**config.mk**
```make
export PLATFORM = sky130hd
export DESIGN_NAME = ilsu_ctrl
export DESIGN_NICKNAME = d
export VERILOG_FILES = /design/src/hw/rtl/ilsu_pkg.sv /design/src/hw/rtl/ilsu_ctrl.sv
export SDC_FILE = /design/constraint.sdc
export NUM_CORES = 1
export LEC_CHECK = 0
export BUFFER_PORTS_ARGS = -buffer_cell sky130_fd_sc_hd__buf_2
export CAP_MARGIN = 10
export CORE_AREA = 2 2 40 42
export CTS_CLUSTER_DIAMETER = 120
export CTS_CLUSTER_SIZE = 8
export DETAILED_ROUTE_END_ITERATION = 10
export DIE_AREA = 0 0 42 44
export PLACE_DENSITY_LB_ADDON = 0.1
export SYNTH_ARGS = -nofsm -noshare
export SYNTH_HDL_FRONTEND = slang
export SYNTH_SLANG_ARGS = --single-unit
```
**constraint.sdc**
```tcl
create_clock -name clk -period 1.7 [get_ports clk]
set_clock_uncertainty 0.05 [all_clocks]
set_input_delay 0.34 -clock clk [delete_from_list [all_inputs] [get_ports clk]]
set_output_delay 0.34 -clock clk [all_outputs]
set_load 0.01 [all_outputs]
```
**src/hw/rtl/ilsu_pkg.sv**
```systemverilog
// Package for the integer load/store unit: beat structs, command codes,
// controller/datapath interface structs. No dependencies.
`timescale 1ns / 1ps
package ilsu_pkg;

	localparam int unsigned MEM_BYTES_DEF = 65536;
	localparam int unsigned NUM_REGS = 32;

	localparam logic [2:0] CMD_LOAD = 3'd0;
	localparam logic [2:0] CMD_STORE = 3'd1;
	localparam logic [2:0] CMD_LMW = 3'd2;
	localparam logic [2:0] CMD_STMW = 3'd3;
	localparam logic [2:0] CMD_PRESET = 3'd4;

	localparam logic [1:0] SZ_BYTE = 2'd0;
	localparam logic [1:0] SZ_HALF = 2'd1;
	localparam logic [1:0] SZ_WORD = 2'd2;

	typedef struct packed {
		logic [2:0] command;
		logic [1:0] access_size;
		logic sign_extend;
		logic update;
		logic indexed;
		logic byte_reverse;
		logic [4:0] target_reg;
		logic [4:0] base_reg;
		logic [4:0] index_reg;
		logic signed [15:0] displacement;
		logic [31:0] preset_value;
	} in_beat_t;

	typedef struct packed {
		logic [4:0] reg_index;
		logic [31:0] data;
		logic [31:0] address;
		logic is_store;
		logic last;
	} out_beat_t;

	// controller -> datapath
	typedef struct packed {
		logic latch_item;   // capture input beat
		logic rd_base;      // read base register
		logic rd_index;     // read index register
		logic calc_ea;      // form effective address
		logic rd_src;       // read source/target register
		logic mem_rd;       // read memory byte k
		logic mem_wr;       // write memory byte k
		logic [1:0] byte_k;
		logic fin_elem;     // finish element: write reg, build result
		logic next_elem;    // advance multiple register/address
		logic wr_update;    // write ea to base
	} ctl_cmd_t;

	// datapath -> controller
	typedef struct packed {
		logic [2:0] command;
		logic [2:0] nbytes_m1;
		logic is_multi;
		logic do_update;
		logic elem_last;
	} ctl_stat_t;

endpackage

```
**src/hw/rtl/ilsu_ctrl.sv**
```systemverilog
// Controller state machine: sequences register reads, memory byte
// accesses and result beats. Depends on ilsu_pkg.
`timescale 1ns / 1ps
module ilsu_ctrl (
	input logic clk,
	input logic arst_n,
	input logic valid,
	output logic stall,
	output logic out_valid,
	input logic out_stall,
	input ilsu_pkg::ctl_stat_t stat,
	output ilsu_pkg::ctl_cmd_t cmd
);
	localparam logic [3:0] S_IDLE = 4'd0;
	localparam logic [3:0] S_DEC = 4'd1;
	localparam logic [3:0] S_OPS = 4'd2;
	localparam logic [3:0] S_EA = 4'd3;
	localparam logic [3:0] S_SRC = 4'd4;
	localparam logic [3:0] S_MEM = 4'd5;
	localparam logic [3:0] S_RDW = 4'd6;
	localparam logic [3:0] S_FIN = 4'd7;
	localparam logic [3:0] S_OUT = 4'd8;
	localparam logic [3:0] S_UPD = 4'd9;

	logic [3:0] st_q, st_d;
	logic [1:0] k_q, k_d;
	logic ov_q, ov_d;
	logic is_ld;

	assign is_ld = stat.command == ilsu_pkg::CMD_LOAD || stat.command == ilsu_pkg::CMD_LMW;
	assign stall = st_q != S_IDLE;
	assign out_valid = ov_q;

	always_comb begin
		st_d = st_q;
		k_d = k_q;
		ov_d = ov_q && out_stall;
		cmd = '0;
		cmd.byte_k = k_q;
		case (st_q)
			S_IDLE: begin
				if (valid) begin
					cmd.latch_item = 1'b1;
					st_d = S_DEC;
				end
			end
			S_DEC: begin
				if (stat.command == ilsu_pkg::CMD_PRESET) st_d = S_FIN;
				else if (stat.command > ilsu_pkg::CMD_PRESET) st_d = S_IDLE;
				else begin
					cmd.rd_base = 1'b1;
					cmd.rd_index = 1'b1;
					st_d = S_OPS;
				end
			end
			S_OPS: begin
				cmd.calc_ea = 1'b1;
				st_d = S_EA;
			end
			S_EA, S_SRC: begin
				cmd.rd_src = 1'b1;
				k_d = 2'd0;
				st_d = S_MEM;
			end
			S_MEM: begin
				if (is_ld) begin
					st_d = S_RDW;
				end else begin
					cmd.mem_wr = 1'b1;
					if (3'(k_q) == stat.nbytes_m1) st_d = S_FIN;
					else k_d = k_q + 2'd1;
				end
			end
			S_RDW: begin
				cmd.mem_rd = 1'b1;
				if (3'(k_q) == stat.nbytes_m1) st_d = S_FIN;
				else begin
					k_d = k_q + 2'd1;
					st_d = S_MEM;
				end
			end
			S_FIN: begin
				if (!ov_q || !out_stall) begin
					cmd.fin_elem = 1'b1;
					ov_d = 1'b1;
					st_d = S_OUT;
				end
			end
			S_OUT: begin
				if (stat.is_multi && !stat.elem_last) begin
					cmd.next_elem = 1'b1;
					st_d = S_SRC;
				end else if (stat.do_update) begin
					st_d = S_UPD;
				end else begin
					st_d = S_IDLE;
				end
			end
			S_UPD: begin
				cmd.wr_update = 1'b1;
				st_d = S_IDLE;
			end
			default: st_d = S_IDLE;
		endcase
	end

	always_ff @(posedge clk or negedge arst_n) begin
		if (!arst_n) begin
			st_q <= S_IDLE;
			k_q <= '0;
			ov_q <= 1'b0;
		end else begin
			st_q <= st_d;
			k_q <= k_d;
			ov_q <= ov_d;
		end
	end
endmodule

```
# Word-level counts from Yosys, hierarchy flattened
# Index checks and enable logic that the tools add are counted.
[word_totals] romBits=0 n_memories=0 wordCells=65 in_bits=13 reg_bits=7 latchBits=0 ramBits=0
[op_classes] n_mul=0 n_eq_ne=16 div_mod_pow=0 muxes=30 n_lt_le_gt_ge=1 bitwise=0 n_reduce_logical=14 n_shift=0 n_addsub=1
[op_table] cell="$pmux 4 s8" count=1
[op_table] cell="$mux 4" count=7
[op_table] cell="$eq 4x3->1 const B" count=4
[op_table] cell="$mux 1" count=14
[op_table] cell="$mux 2" count=7
[op_table] cell="$eq 4x2->1 const B" count=2
[op_table] cell="$eq 4x4->1 const B" count=2
[op_table] cell="$ne 2x2->1 const B" count=3
[op_table] cell="$pmux 2 s3" count=1
[op_table] cell="$eq 4x1->1 const B" count=1
[op_table] cell="$logic_not 4->1" count=1
[op_table] cell="$reduce_bool 4->1" count=1
[op_table] cell="$eq 2x3->1" count=1
[op_table] cell="$eq 3x2->1 const B" count=1
[op_table] cell="$eq 3x3->1 const B" count=1
[op_table] cell="$gt 3x3->1 const B" count=1
[op_table] cell="$logic_not 1->1" count=3
[op_table] cell="$logic_not 3->1" count=1
[op_table] cell="$ne 3x3->1 const B" count=1
[op_table] cell="$reduce_and 3->1" count=1
[op_table] cell="$reduce_bool 3->1" count=1
[op_table] cell="$add 2x1->2 const B" count=1
[op_table] cell="$logic_and 1x1->1" count=2
[op_table] cell="$logic_or 1x1->1" count=2
[op_table] cell="other kinds (2)" count=2

# Depth between registers and ports, before layout
# Gate-level depths: netlist (run 1).
[depth] word_depth=4 depth_mapped=6 mapped_depth_nobuf=4

# Worst setup path after synthesis (run 1)
# OpenSTA, ideal clock, no wires.
[synth_timing] path_kind="flip-flop to output port" startpoint="reg st_q[0]" endpoint="out cmd[10] in the netlist's numbering" t_required_ns=1.310 path_slack_ns=0.040 t_arrival_ns=1.270 path_stages_with_launch=6 cell_sequence="dfrtp_1 -> buf_4 -> nand2b_4 -> buf_6 -> nor4_1 -> buf_4"
[synth_rtl] item="start: declaration" line_no="ilsu_ctrl.sv:25" text="logic [3:0] st_q, st_d;"
[synth_rtl] item="start signal: assignment" line_no="ilsu_ctrl.sv:113" text="st_q <= st_d;"
[synth_rtl] item="end: declaration" line_no="ilsu_ctrl.sv:12" text="output ilsu_pkg::ctl_cmd_t cmd"

==> flow_summary_export.csv, run 1 <==
group,metric,value,unit
sta,grt_setup_unrepaired,"true",
yosys,synth_common_cells,"nor2_1, dfrtp_1, a21oi_1, nand2_1",
global_route,antenna_found_initial,0,
clock_network,clkSinkCount,7,
yosys,synthDistinctLibCells,38,
power_and_ir_drop,powerDensity,1700,nW/um2
route,firstDrtPassIters,4,
sta,worst-slew-pin-transition,0.302,ns
worst_setup_path,cp_data_arrival_time,1.30,ns
finish,finalInstanceArea,906,um2
yosys,synth.avg_cell_area,8.48,um2
placement,place_congestion,0.776,
route,final_antenna_net_count,0,
worst_setup_path,worstSetupEndpointType,"output pin",
power_and_ir_drop,max-vdd-ir-drop,845,uV
placement,pre_cts_ws,0.0314,ns
finish,area_delta_synth_final,48.4,%
clock_network,clkTransAtPathRegs,0.05,ns
sta,hold_violations,0,
power_and_ir_drop,p_total,1.54,mW
clock_network,htreeDepth,1,
placement,hpwl,1230,um
yosys,synth_top_area_share,0.287,
route,wirelength,1750,um
clock_network,cts_root_buf,"clkbuf_4",
finish,fin_cells,125,
finish,drive_gt1_frac,0.569,
sta,fmax,593,MHz
finish,nets,123,
worst_setup_path,crit_fanout,9,
die,die_area,1850,um2
yosys,ys_seq_elements,7,
route,drt_iter0_markers,22,
global_route,grt_pass1_wl,2810,um
clock_network,clock_path_buffers,2,
outcome,outcome,"completed",
route,routedWlPerCell,14.0,um
placement,dp.cells,113,
yosys,syn_nets,85,
die,initial_core_util,0.430,
worst_setup_path,crit_required,1.31,ns
sta,period_share,0.992,
clock_network,cts_tree,"done",
global_route,grt_pass1_vias,633,
clock_network,insertion_delay,0.25,ns
finish,diodes,0,
sta,slew_viol_final,0,
placement,numPortBuffers,26,
die,fp.dieW,42,um
hold_path,hold_path.class,"in -> reg",
power_and_ir_drop,p_leak,0.422,nW
yosys,synth.largest_area_cell,"dfrtp_1",
yosys,netlist_instances,72,
global_route,grt_max_degree,10,
sta,layout_min_cycle_time,1.69,ns
yosys,ys.flop_type,"dfrtp_1",
finish,n_fill_cell,138,
route,drt-vias-per-instance,5.69,
global_route,grt_remaining_overflow,0,
sta,setup_ws,0.0140,ns
worst_setup_path,critical_path_class,"reg -> out",
die,io_pins,27,
worst_setup_path,start_kind,"flip-flop",
clock_network,cts_made_buffers,3,
placement,placed_area,757,um2
run,cap_viol_max_count,0,
sta,setup_violations,0,
yosys,yosys_warnings,0,
sta,slew_headroom,0.796,
yosys,ys_seq_area_frac,0.287,
yosys,async_reset_ff_frac,1.00,
yosys,synth.cell_area,611,um2
yosys,synth_edf_count,0,
die,rows,14,
route,vias,711,
route,drt_drc_violations_left,0,
die,core,1420,um2
die,die_y,44,um
yosys,synthTopCellsByArea,"dfrtp_1, nor2_1, a21oi_1, nand2b_1, xor2_1",
global_route,grtUsageTotal,0.205,
yosys,yosysMostFrequentCell,"nor2_1",
==> state kept, by name (all words and copies together), names as in the netlist <==
| register | count |
|---|---|
| st_q | 4 |
| k_q | 2 |
| out_valid | 1 |
==> metal layers <==
metal	global-route usage	vias to the layer above	share of wire
met5	0	-	0
met2	0.325	33	0.50
met3	0.0250	4	0.057
li1	-	342	-
met4	0.123	0	0.011
met1	0.269	332	0.43
==> metrics by stage <==
| stage | utilization | TNS, ns | hold slack (ns) |
|---|---|---|---|
| 2_1_floorplan | - | 0 | -0.00559 |
| 6_report | 0.638 | 0 | 0.319 |
| 4_1_cts | 0.609 | 0 | 0.307 |
| 3_3_place_gp | 0.534 | 0 | 0.135 |
| 5_1_grt | 0.638 | -0.204 | 0.349 |
| 3_5_place_dp | 0.534 | 0 | 0.130 |
==> placed cells by master, fill, tap and decap left out, drive strengths merged, types with 2 or more instances in the layout <==
cell,netlist,final
dfrtp,7,7
buf,6,38
inv,3,3
nor3,3,3
a21oi,5,5
nor4,2,2
nor2,9,9
clkbuf,0,3
a31oi,2,2
xor2,2,2
a41oi,2,2
nand2,4,4
and3,2,2
o21ai,2,2
nand2b,4,4
==> cells by family after synthesis <==
logic type      count (synthesis)  share of synthesized area
buf+inv                         9                     0.0860
simple gates                   31                      0.285
xor+xnor                        2                     0.0287
compound gates                 23                      0.314
flops                           7                      0.287
==> power by group <==
part           total (mW)  switching [mW]  internal (mW)  leakage, nW
clock               0.149          0.0628         0.0859       0.0177
combinational        1.04           0.541          0.495        0.323
sequential          0.352           0.107          0.245       0.0814
==> worst paths after layout <==
path	startpoint	to	slack, ns	depth (start not counted)
worst max-delay path	st_q[0]	cmd[8]	0.01	3
worst min-delay path	out_stall	out_valid	0.32	3
worst max register to register	st_q[0]	k_q[0]	0.20	4
worst min register to register	k_q[1]	k_q[1]	0.52	1
max in group asynchronous	arst_n	st_q[3]	1.05	2
min in group asynchronous	arst_n	out_valid	0.39	2
==> what timing repair did <==
action	4_1_cts	5_1_grt
hold buffers	1	0
setup endpoints to repair	8	9
pin swaps	1	2
endpoints found under the hold margin	7	0
resized for setup	9	6
buffers inserted	5	2
==> worst max-delay path, cell delays in order (launching register included) <==
cell and delay, ns:
dfrtp_2 0.49, nand2b_2 0.26, nor3_1 0.13, buf_2 0.15
==> cell type report <==
type	count	area [um2]	area share
multi-input combinational	56	434	0.479
timing repair buffer	39	234	0.258
sequential	7	179	0.198
clock buffer	3	22.5	0.0249
tap	16	20.0	0.0221
inverter	3	11.3	0.0124
clock inverter	1	5.00	0.00552
Note: power is estimated with default switching activity, not from simulation.
==> run 2, diff against run 1 <==
- CAP_MARGIN: 10 -> 20
- PLACE_DENSITY: default -> 0.74
- PLACE_DENSITY_LB_ADDON: 0.1 -> default
==> run 2 against run 1 <==
  * Sequential power is 5.7% higher
  * Die area is the same
  * Critical path type unchanged
  * Final cell count is 2.4% higher
  * First-iteration DRC count is 9.1% higher
  * Clock power hardly changed
==> flow_summary_export.csv, run 2 (same netlist as run 1, synthesis figures left out) <==
group,metric,value,unit
outcome,outcome,"completed",
sta,period_share,0.984,
global_route,grt_pass1_wl,2600,um
global_route,antenna_found_initial,0,
finish,nets,126,
die,rows,14,
power_and_ir_drop,p_seq_frac,0.230,
hold_path,hold_path.class,"in -> reg",
route,vias,732,
route,routedWlPerCell,13.6,um
power_and_ir_drop,powerDensity,1740,nW/um2
finish,fin_cells,128,
clock_network,clock_path_buffers,2,
worst_setup_path,crit_chain,"inv_4, nand2_2, nor4_2, buf_2",
sta,layout_min_cycle_time,1.67,ns
global_route,grt_remaining_overflow,0,
route,wirelength,1750,um
sta,slew_viol_final,0,
worst_setup_path,path_delay_family,"flip-flops",
route,final_antenna_net_count,0,
power_and_ir_drop,clkPwrFrac,0.090,
clock_network,cts_made_buffers,3,
finish,final_common_cell,"buf_2",
route,firstDrtPassIters,4,
finish,post-route-util,0.655,
sta,setup_violations,0,
placement,place_congestion,0.776,
power_and_ir_drop,p_int,0.882,mW
worst_setup_path,worstSetupEndpointType,"output pin",
sta,fmax,598,MHz
global_route,grt_pass1_vias,648,
clock_network,cts_tree,"done",
clock_network,clkTransAtPathRegs,0.05,ns
finish,drive_gt1_frac,0.580,
die,die_y,44,um
power_and_ir_drop,max-vdd-ir-drop,913,uV
die,core,1420,um2
die,die_area,1850,um2
finish,largest_reg_flops,4,
sta,worst-slew-pin-transition,0.316,ns
power_and_ir_drop,pwr-share-comb,0.679,
power_and_ir_drop,p_total,1.61,mW
finish,top_register,"st_q",
worst_setup_path,worst-path-buf-inv,2,
clock_network,cts_root_buf,"clkbuf_4",
route,drt_iter0_markers,24,
global_route,grt_max_degree,12,
global_route,grtUsageTotal,0.188,
clock_network,htreeDepth,1,
placement,numPortBuffers,26,
power_and_ir_drop,p_leak,0.439,nW
power_and_ir_drop,switchingPower,0.732,mW
clock_network,clkSinkCount,7,
worst_setup_path,crit_required,1.31,ns
placement,dp.cells,111,
sta,slew_headroom,0.788,
worst_setup_path,start_kind,"flip-flop",
finish,area_delta_synth_final,52.3,%
die,initial_core_util,0.430,
route,drt_drc_violations_left,0,
die,io_pins,27,
power_and_ir_drop,p_sw_frac,0.454,
run,cap_viol_max_count,0,
placement,hpwl,1130,um
finish,layout_common_cells,"buf_2, buf_4, nor2_1, a21oi_1, dfrtp_2",
worst_setup_path,crit_fanout,4,
die,fp.dieW,42,um
worst_setup_path,critPathMaxStageDelay,0.44,ns
clock_network,insertion_delay,0.25,ns
route,drt-vias-per-instance,5.72,
worst_setup_path,critical_path_class,"reg -> out",
finish,diodes,0,
sta,hold_violations,0,
worst_setup_path,cp_data_arrival_time,1.28,ns
worst_setup_path,cpMaxStageDelayCell,"dfrtp_2",
[run 2: cell count changes in the layout (fill, tap and decap cells not counted), sizes merged]
| cell | before | now |
|---|---|---|
| buf | 38 | 40 |
| clkbuf | 3 | 5 |
| clkinv | 1 | 0 |
[run 2: routing by layer]
metal,GRT usage,share of wire,up-vias
met5,0,0,-
met4,0.155,0.025,0
met3,0.0167,0.040,6
met2,0.322,0.50,23
met1,0.213,0.43,353
li1,-,-,350
[run 2: worst reg2reg max path, stage by stage (launching register included)]
cell       delay [ns]
dfrtp_2          0.46
nand2b_4         0.22
buf_4            0.16
a2111oi_2        0.33
nor2_1           0.12
a31oi_1          0.19
[run 2: power by group through the flow]
stage	registers, mW	clock network [mW]	logic, mW
after floorplan	0.306	0	0.660
after global placement	0.360	0	0.788
after detailed placement	0.363	0	0.797
after CTS	0.363	0.153	0.951
after global routing	0.383	0.159	1.20
final	0.372	0.146	1.10
[run 2: stage by stage]
stage | hold WS (ns) | worst slack [ns] | area, um2 | TNS (ns)
6_report | 0.326 | 0.0268 | 930 | 0
5_1_grt | 0.347 | -0.0246 | 930 | -0.0449
4_1_cts | 0.311 | 0.0145 | 852 | 0
3_5_place_dp | 0.129 | 0.0876 | 742 | 0
3_3_place_gp | 0.130 | 0.0420 | 742 | 0
2_1_floorplan | -0.00559 | 0.0400 | 611 | 0
[run 2: final timing paths]
path	from	end	slack, ns	cells past startpoint
max	st_q[2]	cmd[1]	0.03	4
min	out_stall	out_valid	0.33	3
max reg2reg	st_q[1]	k_q[0]	0.09	5
min reg2reg	k_q[1]	k_q[1]	0.52	1
max in group asynchronous	arst_n	st_q[2]	1.04	2
min in group asynchronous	arst_n	out_valid	0.40	2
[run 2: what timing repair did]
item,4_1_cts,5_1_grt
buffers inserted,6,6
gates resized for setup,9,9
hold endpoints to repair,7,0
pin swaps,2,2
hold buffers,1,0
endpoints found under the setup margin,7,10
[run 2: final cells by class]
| type | instances | area, um2 |
|---|---|---|
| Fill cell | 113 | 489 |
| Timing Repair Buffer | 42 | 254 |
| Multi-Input combinational cell | 56 | 435 |
| Inverter | 3 | 13.8 |
| Tap cell | 16 | 20.0 |
| Clock buffer | 4 | 26.3 |
| Sequential cell | 7 | 180 |
==> run 3, diff against run 2 <==
- CELL_PAD_IN_SITES_DETAIL_PLACEMENT: default -> 1
- CELL_PAD_IN_SITES_GLOBAL_PLACEMENT: default -> 1
- CORE_AREA: 2 2 40 42 -> 2 2 47 49
- DIE_AREA: 0 0 42 44 -> 0 0 49 51
- PLACE_DENSITY: 0.74 -> default
- PLACE_DENSITY_LB_ADDON: default -> 0.1
==> run 3 against run 2 <==
  * Critical endpoint is now k_q[1]
  * Maximum frequency is 1.1% lower
  * Combinational power rose by 13%
  * Largest cell class unchanged
  * Flip-flop and latch count stayed put
  * Count of clock-buffer cells in the layout down 1
  * Critical path type is now reg -> reg
==> flow_summary_export.csv, run 3 (same netlist as run 1, synthesis figures left out) <==
group,metric,value,unit
global_route,grt_max_degree,13,
clock_network,insertion_delay,0.25,ns
finish,fin_cells,140,
route,drt_drc_violations_left,0,
power_and_ir_drop,p_total,1.74,mW
placement,pre_cts_ws,0.114,ns
route,wirelength,2220,um
clock_network,cts_made_buffers,3,
die,core,2060,um2
power_and_ir_drop,p_leak,0.467,nW
placement,numPortBuffers,26,
clock_network,cts_tree,"done",
die,rows,17,
power_and_ir_drop,max-vdd-ir-drop,830,uV
worst_setup_path,critical_path_class,"reg -> reg",
die,io_pins,27,
clock_network,htreeDepth,1,
global_route,antenna_found_initial,0,
sta,worst-slew-pin-transition,0.414,ns
sta,whs,0.344,ns
finish,ff_latch_area,180,um2
die,initial_core_util,0.296,
sta,hold_violations,0,
power_and_ir_drop,powerDensity,1750,nW/um2
outcome,outcome,"completed",
finish,multi_input_area,464,um2
sta,setup_ws,0.00811,ns
global_route,grt_pass1_vias,645,
sta,setup_violations,0,
global_route,grt_pass1_wl,3150,um
route,vias,730,
clock_network,clock_path_buffers,2,
sta,grt_setup_unrepaired,"true",
route,drt_iter0_markers,8,
worst_setup_path,worstSetupEndpointType,"flip-flop",
placement,place_congestion,0.834,
clock_network,cts_root_buf,"clkbuf_4",
finish,drive_gt1_frac,0.607,
clock_network,clkTransAtPathRegs,0.06,ns
finish,nets,126,
finish,final_common_cell,"buf_2",
placement,placed_area,772,um2
sta,fmax,591,MHz
placement,dp.cells,125,
worst_setup_path,start_kind,"flip-flop",
hold_path,hold_path.class,"in -> reg",
global_route,grtUsageTotal,0.161,
finish,top_register,"st_q",
clock_network,clkSinkCount,7,
sta,slew_headroom,0.721,
route,drt-vias-per-instance,5.21,
route,firstDrtPassIters,4,
sta,period_share,0.995,
finish,layout_common_cells,"buf_2, buf_4, nor2_1, a21oi_1, dfrtp_2",
finish,post-route-util,0.480,
route,routedWlPerCell,15.8,um
die,die_y,51,um
worst_setup_path,startpoint,"st_q[1]",
worst_setup_path,crit_fanout,7,
run,cap_viol_max_count,0,
route,final_antenna_net_count,0,
finish,area_delta_synth_final,62.1,%
worst_setup_path,r2r-start,"st_q[1]",
die,die_area,2500,um2
finish,finalInstanceArea,990,um2
finish,n_fill_cell,269,
worst_setup_path,crit_required,1.81,ns
sta,layout_min_cycle_time,1.69,ns
global_route,grt_remaining_overflow,0,
sta,fin_setup_tns,0,ns
worst_setup_path,cp_data_arrival_time,1.81,ns
sta,slew_viol_final,0,
hold_path,hp-start,"out_stall",
die,fp.dieW,49,um
finish,diodes,0,
finish,largest_reg_flops,4,
placement,hpwl,1440,um
run 3: changes by cell type in the layout (fill, tap and decap cells not counted), sizes merged:
| cell | change |
|---|---|
| buf | -1 |
| clkinv | +1 |
run 3: repair_timing:
item                                   in CTS  in global routing
endpoints found under the hold margin       7                  0
setup endpoints to repair                   9                  9
hold buffers                                1                  0
pin swaps                                   1                  2
buffers inserted                            3                  7
resized for setup                          14                 10
run 3: per-layer routing:
layer / global-route usage / share of wire / wire [um]
met1: 0.217 / 0.43 / 948
met4: 0.0429 / 0.0045 / 10
met3: 0.0234 / 0.028 / 63
met5: 0 / 0 / 0
met2: 0.272 / 0.54 / 1200
run 3: final cells by class:
cell class / count / area share
multi-input combinational: 56 / 0.469
timing repair buffer: 42 / 0.274
sequential: 7 / 0.182
tap: 28 / 0.0354
clock buffer: 3 / 0.0228
inverter: 3 / 0.0114
clock inverter: 1 / 0.00506
run 3: where the power goes:
group          total [mW]  switching [mW]  internal [mW]  leakage, nW
Sequential          0.351           0.104          0.247       0.0807
Clock               0.149          0.0635         0.0859       0.0177
Combinational        1.24           0.650          0.585        0.368
Total                1.74           0.817          0.919        0.467
run 3: final timing paths:
path	endpoint	slack [ns]	cells after the start
worst max register to register	k_q[1]	0.008	5
worst min-delay path	out_valid	0.34	3
min in group asynchronous	out_valid	0.39	2
worst max-delay path	k_q[1]	0.008	5
worst min register to register	out_valid	0.54	2
max in group asynchronous	st_q[0]	1.04	2
run 3: critical path, cell delays in order (launching register included):
cell and delay (ns):
dfrtp_2 0.47, nand2b_4 0.22, buf_4 0.16, o311ai_0 0.37, nor2_1 0.13, a41oi_2 0.20
